--- src/ptb_pkg.sv ---
`timescale 1ns / 1ps

package ptb_pkg;

  // item opcodes, carried on the slave-side tuser
  typedef enum logic [2:0] {
    OP_TICK  = 3'd0,
    OP_START = 3'd1,
    OP_STOP  = 3'd2,
    OP_TAKE  = 3'd3,
    OP_QUERY = 3'd4
  } op_e;

  // field widths
  localparam int OP_W     = 3;
  localparam int IDX_W    = 8;
  localparam int IVL_W    = 24;
  localparam int TOTAL_W  = 32;

  // stream payload widths (fields packed from bit 0, padded to whole bytes)
  localparam int S_TDATA_W = 32;
  localparam int M_TDATA_W = 40;

endpackage

--- src/ptb_timer_mem.sv ---
`timescale 1ns / 1ps

// timer entry store: one write and one registered read per cycle,
// with a valid bit per entry so unwritten entries read as zero
module ptb_timer_mem #(
  parameter int DEPTH = 16,
  parameter int WIDTH = 49,
  parameter int AW    = 4
) (
  input  logic             clk_i,
  input  logic             rst_ni,
  input  logic             wr_en_i,
  input  logic [AW-1:0]    wr_addr_i,
  input  logic [WIDTH-1:0] wr_data_i,
  input  logic [AW-1:0]    rd_addr_i,
  output logic [WIDTH-1:0] rd_data_o
);

  logic [WIDTH-1:0] mem [DEPTH];
  logic [DEPTH-1:0] valid_q;
  logic [WIDTH-1:0] rd_data_q;
  logic             rd_vld_q;

  // storage array
  always_ff @(posedge clk_i) begin
    if (wr_en_i) begin
      mem[wr_addr_i] <= wr_data_i;
    end
    rd_data_q <= mem[rd_addr_i];
  end

  // entry valid bits, cleared at reset
  always_ff @(posedge clk_i or negedge rst_ni) begin
    if (!rst_ni) begin
      valid_q  <= '0;
      rd_vld_q <= 1'b0;
    end else begin
      if (wr_en_i) begin
        valid_q[wr_addr_i] <= 1'b1;
      end
      rd_vld_q <= valid_q[rd_addr_i];
    end
  end

  // never-written entries read as the reset value
  assign rd_data_o = rd_vld_q ? rd_data_q : '0;

endmodule

--- src/periodic_timer_bank.sv ---
`timescale 1ns / 1ps

// channel   dir  tdata (low bit up)                                   tuser
// s_axis    in   timer_index[7:0], interval_ticks[31:8]               opcode[2:0]
// m_axis    out  index_ok[0], expired_flag[1], stopped_flag[2],       -
//                running_flag[3], tick_total[35:4], zero pad[39:36]
//
// one item at a time; start/stop/take/query step through read, modify-write
// and emit on the way to the output register; a tick steps through accept,
// one sweep cycle per timer entry through the one read port of the
// entry memory, last write-back and emit; an index outside the bank or an
// unused opcode steps through accept and emit only.
// reset clears the entry valid bits, so no clearing pass is needed.
// a result waiting in the output register does not block the next accept;
// the emit step waits for the output register to drain.
module periodic_timer_bank #(
  parameter int NUM_TIMERS  = 16,
  parameter int COUNT_WIDTH = 24
) (
  input  logic                           clk_i,
  input  logic                           rst_ni,
  input  logic                           s_axis_tvalid,
  output logic                           s_axis_tready,
  input  logic [ptb_pkg::S_TDATA_W-1:0]  s_axis_tdata,  // timer_index, interval_ticks
  input  logic [ptb_pkg::OP_W-1:0]       s_axis_tuser,  // opcode
  output logic                           m_axis_tvalid,
  input  logic                           m_axis_tready,
  // index_ok, expired_flag, stopped_flag, running_flag, tick_total, pad
  output logic [ptb_pkg::M_TDATA_W-1:0]  m_axis_tdata
);

  localparam int IW = (NUM_TIMERS > 1) ? $clog2(NUM_TIMERS) : 1;
  localparam int CW = COUNT_WIDTH;
  localparam int EW = 2 * CW + 1;
  localparam logic [32:0] CNT_MAX = (33'd1 << CW) - 33'd1;
  localparam int PAD_W = ptb_pkg::M_TDATA_W - ptb_pkg::TOTAL_W - 4;

  typedef enum logic [2:0] {
    ST_IDLE,
    ST_MODIFY,
    ST_SWEEP,
    ST_DRAIN,
    ST_EMIT
  } state_e;

  state_e                      state_q;
  ptb_pkg::op_e                op_q;
  logic [IW-1:0]               idx_q;
  logic [CW-1:0]               ivl_q;
  logic [IW-1:0]               cnt_q;
  logic                        pend_q;
  logic [IW-1:0]               pend_addr_q;
  logic [ptb_pkg::TOTAL_W-1:0] ticks_q;
  logic                        res_exp_q, res_stp_q, res_run_q, res_ok_q;
  logic                        m_valid_q;
  logic [ptb_pkg::M_TDATA_W-1:0] m_data_q;

  logic                        s_beat;
  logic [ptb_pkg::IDX_W-1:0]   in_idx;
  logic [31:0]                 ivl_w;
  logic [CW-1:0]               ivl_sat;
  logic                        in_ok;

  logic [IW-1:0]               rd_addr;
  logic [EW-1:0]               rd_data;
  logic                        wr_en;
  logic [IW-1:0]               wr_addr;
  logic [EW-1:0]               wr_data;

  logic [CW-1:0]               ent_rem, ent_rel;
  logic                        ent_lat;
  logic [CW-1:0]               new_rem, new_rel;
  logic                        new_lat;
  logic                        op_exp, op_stp, op_run;

  // input beat decode
  assign s_axis_tready = (state_q == ST_IDLE);
  assign s_beat        = s_axis_tvalid && s_axis_tready;
  assign in_idx        = s_axis_tdata[ptb_pkg::IDX_W-1:0];
  assign in_ok         = ({1'b0, in_idx} < 9'(NUM_TIMERS));

  // start interval: zero raised to one, saturated to the counter width
  always_comb begin
    ivl_w = {8'b0, s_axis_tdata[ptb_pkg::IDX_W +: ptb_pkg::IVL_W]};
    if (ivl_w == 32'd0) begin
      ivl_w = 32'd1;
    end
    if ({1'b0, ivl_w} > CNT_MAX) begin
      ivl_w = CNT_MAX[31:0];
    end
    ivl_sat = ivl_w[CW-1:0];
  end

  // read address: the addressed timer on accept, the sweep counter on a tick
  assign rd_addr = (state_q == ST_SWEEP) ? cnt_q : in_idx[IW-1:0];

  // entry fields: remaining low, reload above it, expiry latch on top
  assign ent_rem = rd_data[CW-1:0];
  assign ent_rel = rd_data[2*CW-1:CW];
  assign ent_lat = rd_data[2*CW];

  // read-modify-write of one entry
  always_comb begin
    new_rem = ent_rem;
    new_rel = ent_rel;
    new_lat = ent_lat;
    op_exp  = 1'b0;
    op_stp  = 1'b0;
    op_run  = 1'b0;
    if (pend_q) begin
      // tick on one entry of the sweep
      if (ent_rel != '0) begin
        if (ent_rem <= CW'(1)) begin
          new_rem = ent_rel;
          new_lat = 1'b1;
        end else begin
          new_rem = ent_rem - CW'(1);
        end
      end
    end else begin
      case (op_q)
        ptb_pkg::OP_START: begin
          new_rem = ivl_q;
          new_rel = ivl_q;
          new_lat = 1'b0;
        end
        ptb_pkg::OP_STOP: begin
          new_rel = '0;
        end
        ptb_pkg::OP_TAKE: begin
          op_exp  = ent_lat;
          new_lat = 1'b0;
        end
        ptb_pkg::OP_QUERY: begin
          op_stp = (ent_rel == '0);
          op_run = (ent_rel != '0) && !ent_lat;
        end
        default: begin
        end
      endcase
    end
  end

  // write port: sweep entries and single-timer updates never overlap
  assign wr_en   = pend_q || (state_q == ST_MODIFY);
  assign wr_addr = pend_q ? pend_addr_q : idx_q;
  assign wr_data = {new_lat, new_rel, new_rem};

  ptb_timer_mem #(
    .DEPTH (NUM_TIMERS),
    .WIDTH (EW),
    .AW    (IW)
  ) u_mem (
    .clk_i     (clk_i),
    .rst_ni    (rst_ni),
    .wr_en_i   (wr_en),
    .wr_addr_i (wr_addr),
    .wr_data_i (wr_data),
    .rd_addr_i (rd_addr),
    .rd_data_o (rd_data)
  );

  // sequencer, tick count and output register
  always_ff @(posedge clk_i or negedge rst_ni) begin
    if (!rst_ni) begin
      state_q     <= ST_IDLE;
      op_q        <= ptb_pkg::OP_TICK;
      idx_q       <= '0;
      ivl_q       <= '0;
      cnt_q       <= '0;
      pend_q      <= 1'b0;
      pend_addr_q <= '0;
      ticks_q     <= '0;
      res_exp_q   <= 1'b0;
      res_stp_q   <= 1'b0;
      res_run_q   <= 1'b0;
      res_ok_q    <= 1'b0;
      m_valid_q   <= 1'b0;
      m_data_q    <= '0;
    end else begin
      // a sweep read is written back in the cycle after it
      pend_q <= (state_q == ST_SWEEP);
      if (m_valid_q && m_axis_tready && (state_q != ST_EMIT)) begin
        m_valid_q <= 1'b0;
      end
      case (state_q)
        ST_IDLE: begin
          if (s_beat) begin
            op_q      <= ptb_pkg::op_e'(s_axis_tuser);
            idx_q     <= in_idx[IW-1:0];
            ivl_q     <= ivl_sat;
            res_exp_q <= 1'b0;
            res_stp_q <= 1'b0;
            res_run_q <= 1'b0;
            cnt_q     <= '0;
            if (s_axis_tuser == ptb_pkg::OP_TICK) begin
              ticks_q  <= ticks_q + 32'd1;
              res_ok_q <= 1'b0;
              state_q  <= ST_SWEEP;
            end else if (s_axis_tuser <= ptb_pkg::OP_QUERY && in_ok) begin
              res_ok_q <= 1'b1;
              state_q  <= ST_MODIFY;
            end else begin
              res_ok_q <= 1'b0;
              state_q  <= ST_EMIT;
            end
          end
        end
        ST_MODIFY: begin
          res_exp_q <= op_exp;
          res_stp_q <= op_stp;
          res_run_q <= op_run;
          state_q   <= ST_EMIT;
        end
        ST_SWEEP: begin
          pend_addr_q <= cnt_q;
          cnt_q       <= cnt_q + IW'(1);
          if (cnt_q == IW'(NUM_TIMERS - 1)) begin
            state_q <= ST_DRAIN;
          end
        end
        ST_DRAIN: begin
          // last sweep entry is written back in this cycle
          state_q <= ST_EMIT;
        end
        ST_EMIT: begin
          if (!m_valid_q || m_axis_tready) begin
            m_valid_q <= 1'b1;
            m_data_q  <= {{PAD_W{1'b0}}, ticks_q, res_run_q, res_stp_q,
                          res_exp_q, res_ok_q};
            state_q   <= ST_IDLE;
          end
        end
        default: begin
          state_q <= ST_IDLE;
        end
      endcase
    end
  end

  assign m_axis_tvalid = m_valid_q;
  assign m_axis_tdata  = m_data_q;

endmodule

--- config.mk ---
export PLATFORM = sky130hd
export DESIGN_NAME = periodic_timer_bank
export DESIGN_NICKNAME = d
export VERILOG_FILES = /design/src/ptb_pkg.sv /design/src/ptb_timer_mem.sv /design/src/periodic_timer_bank.sv
export SDC_FILE = /design/constraint.sdc
export NUM_CORES = 1
export LEC_CHECK = 0
export BUFFER_PORTS_ARGS = -buffer_cell sky130_fd_sc_hd__buf_2
export CORE_UTILIZATION = 55
export DETAILED_ROUTE_END_ITERATION = 6
export PLACE_DENSITY = 0.71
export SLEW_MARGIN = 20
export SYNTH_ARGS = -nofsm -noshare
export SYNTH_HDL_FRONTEND = slang
export SYNTH_SLANG_ARGS = --single-unit
export TNS_END_PERCENT = 50
--- constraint.sdc ---
create_clock -name clk_i -period 7.75 [get_ports clk_i]
set_input_delay 1.1625 -clock clk_i [delete_from_list [all_inputs] [get_ports clk_i]]
set_output_delay 1.1625 -clock clk_i [all_outputs]
set_load 0.005 [all_outputs]
==> summary.md <==
| Metric | Value |
|---|---|
| Dpl ws | `3.74 ns` |
| DR vias | `26.0k` |
| Number of buffers created by CTS | `97` |
| Area of the multi-input gates | `0.0104 mm²` |
| Ys flop type | `edfxtp_1` |
| CTS tree | `built` |
| WL final | `100 mm` |
| Final ANT Viol Nets | `0` |
| Initial antenna violation count | `1` |
| Min Tclk post-route | `4.03 ns` |
| Fin cells | `4,084` |
| Hold-fix buffers at CTS | `0` |
| First-pass GRT wire length | `150 mm` |
| Startpoint types | `flip-flop` |
| Core Rows | `97` |
| PwrDens | `307 mW/mm²` |
| Reg clk slew, reported paths | `0.07 ns` |
| Layout cell share with drive strength beyond 1 | `12.2%` |
| Core outline area | `0.0700 mm²` |
| Post-DP HPWL | `51.6 mm` |
| Clock buffer depth | `3` |
| Post-layout net count | `3,102` |
| Met2 wire len | `46.9 mm` |
| Rel. slew slack | `17.0%` |
| Fmax | `248 MHz` |
| IO buf count | `76` |
| Area Overhead vs Synth | `11.8%` |
| RSZ-0062 raised after global routing | `no` |
| Post-Place Cells | `3,899` |
| VDD IR max | `0.000233 V` |
| Setup crit end kind | `flip-flop` |
| Clk sinks | `966` |
| Clk_lat worst skew | `0.67 ns` |
| RR Startpoint | `pend_q$_DFF_PN0_` |
| Routability Congestion | `0.941` |
| Ys Warns | `0` |
| R2R cell count | `5` |
| Post-layout util | `62.1%` |
| Hold Path Class | `flip-flop to flip-flop` |
| DR WL/cell | `24.6 µm` |
| Max cap viols | `0` |
| Die Area | `0.0718 mm²` |
| Crit Path Class | `flip-flop to flip-flop` |
| Worst hold start | `u_mem.valid_q[11]$_DFFE_PN0N_` |
| Vias per inst | `6.36` |
| M1 WL | `40.4 mm` |
| Post-CTS setup buffer count | `0` |
| Initial Util | `55.6%` |
| Die Wd | `268 µm` |
| Initial drt markers | `3,488` |
| Number of distinct library cells after synthesis | `73` |
| Grt total ovfl | `0` |
| Setup TNS | `0 ns` |
| Post_cts resized | `0` |
| Antenna cells | `0` |
| Detailed Routing Iterations Pass 1 | `5` |
| CTS root buffer | `clkbuf_16` |
| Hold path depth | `1` |
| Final period util | `52.0%` |
| Clock Skews | `0.0376 ns` |
| Slew @ Worst Pin | `1.24 ns` |
| Arrival time worst endpoint | `4.32 ns` |
| Post-synth EDFFs | `784` |
| Async set or reset register ratio after synthesis | `13.8%` |
| H-tree Lvls | `3` |
| I/O pins | `81` |
| Outcome | `finished, final reports clean` |
| Synth Register Bits | `966` |
| P_leak | `15.9 nW` |
| Sequential area share after synthesis | `71.6%` |
| Fillers | `5,181` |
| Largest net degree at the start of global routing | `217` |
| Final setup vio count | `0` |
| Reg area | `0.0279 mm²` |
| Post-Syn Area | `0.0389 mm²` |
| Overall power | `13.4 mW` |
| Global Route Usage Sum | `28.0%` |
| Die Ht | `268 µm` |
| Average size of a mapped cell | `12.8 µm²` |
| CP max FO | `50` |
| Met3 wire len | `10.2 mm` |
| Final Slew Violations | `0` |
| Setup WS post-layout | `3.72 ns` |
| Top routing layer used | `met5` |
| Critical Path Start | `pend_q$_DFF_PN0_` |
| Synthesized netlist cell count | `3,044` |
| Critical Path RT | `8.04 ns` |
| Vias in the first global route | `24.9k` |
| Hold Fails Final Rpt | `0` |
| DRC | `0` |
-- flip-flops by register name, indices dropped and copies added (netlist names), 3 cells and up --
register,count
state_q,3
op_q,3
ticks_q,32
u_mem.valid_q,16
cnt_q,4
u_mem.rd_data_q,49
u_mem.mem,784
ivl_q,24
idx_q,4
m_axis_tdata,36
pend_addr_q,4
-- power breakdown --
part	switching [mW]	leakage, nW	internal [mW]
clock network	1.97	1.61	2.77
registers	0.305	9.41	6.29
logic	1.45	4.89	0.575
total	3.73	15.9	9.64
-- worst max-delay path: stages, from the launching register on --
cell and delay (ns):
dfrtp_1 0.37, buf_4 0.30, nor4b_1 0.81, a31oi_1 0.49
nor2_4 0.98, buf_4 0.65
-- per-stage QoR --
stage                     hold slack [ns]  area, µm²
after global placement              0.452      40100
after global routing                0.482      43500
after floorplan                     0.438      38900
final                               0.472      43500
after CTS                           0.469      43400
after detailed placement            0.452      40100
-- synth_stat cells (all sizes together), types with 4 or more instances --
| cell | number | area share (%) |
|---|---|---|
| o21a | 4 | 0.077 |
| mux2 | 40 | 1.2 |
| nor3 | 15 | 0.22 |
| xnor2 | 22 | 0.50 |
| a41oi | 5 | 0.11 |
| o21ai | 36 | 0.46 |
| and3 | 21 | 0.34 |
| dfxtp | 49 | 2.5 |
| mux2i | 4 | 0.10 |
| a22o | 122 | 2.7 |
| xor2 | 14 | 0.32 |
| nor2b | 6 | 0.096 |
| a31oi | 110 | 1.8 |
| o31ai | 4 | 0.077 |
| a22oi | 52 | 1.0 |
| a21oi | 253 | 3.3 |
| dfrtp | 133 | 8.6 |
| edfxtp | 784 | 61 |
| nand4 | 13 | 0.21 |
| nand3 | 126 | 1.6 |
| nand2 | 773 | 7.5 |
| nor4b | 5 | 0.11 |
| or4 | 6 | 0.13 |
| a32oi | 4 | 0.090 |
| nor2 | 65 | 0.63 |
| clkbuf | 136 | 1.3 |
| ha | 4 | 0.13 |
| inv | 7 | 0.068 |
| o22ai | 9 | 0.16 |
| and2 | 4 | 0.064 |
| or2 | 18 | 0.29 |
| buf | 70 | 0.99 |
| o221ai | 56 | 1.3 |
| and4 | 5 | 0.11 |
| nor4 | 20 | 0.36 |
| a21o | 5 | 0.096 |
-- layout by cell type (no fill, tap or decap), drive strengths merged, types with 6 or more instances in the layout --
cell type	count
dfxtp	49
xor2	14
a31oi	110
o221ai	56
inv	14
o22ai	9
nor2b	6
a21oi	253
nand4	13
a22o	122
or2	18
and3	21
a22oi	52
nand3	126
nor4	20
o21ai	36
nor3	15
or4	6
nor2	65
nand2	773
xnor2	22
mux2	40
dfrtp	133
clkbuf	128
bufinv	9
edfxtp	784
buf	118
clkinv	38
-- cells by family after synthesis --
kind of cell | after synthesis | synth area share, %
flops | 966 | 71.6
fa+ha+maj | 4 | 0.129
mux | 44 | 1.26
simple gates | 1089 | 11.9
compound gates | 690 | 11.9
buf+inv | 214 | 2.39
xor+xnor | 36 | 0.810
other cells | 1 | 0.00964
-- final timing paths --
path	end	slack [ns]
max	u_mem.mem[9][4]$_DFFE_PP_	3.72
max reg2reg	u_mem.mem[9][4]$_DFFE_PP_	3.72
min in group asynchronous	m_axis_tdata[18]$_DFFE_PN0P_	0.54
min	u_mem.valid_q[11]$_DFFE_PN0N_	0.47
max in group asynchronous	u_mem.valid_q[1]$_DFFE_PN0N_	5.95
min reg2reg	u_mem.valid_q[11]$_DFFE_PN0N_	0.47
-- per-layer routing --
metal	GRT usage, %	vias to the layer above
li1	-	11400
met1	39.6	12900
met2	44.3	1498
met3	5.31	236
met4	8.97	2
met5	0	-
-- layout make-up --
cell class	count	area share (%)
Multi-Input combinational cell	1867	23.9
Timing Repair Buffer	119	1.72
Tap cell	940	2.71
Clock buffer	127	6.22
Sequential cell	966	64.1
Inverter	8	0.0719
Clock inverter	57	1.31
No activity file was read; power rests on OpenSTA's default activity.
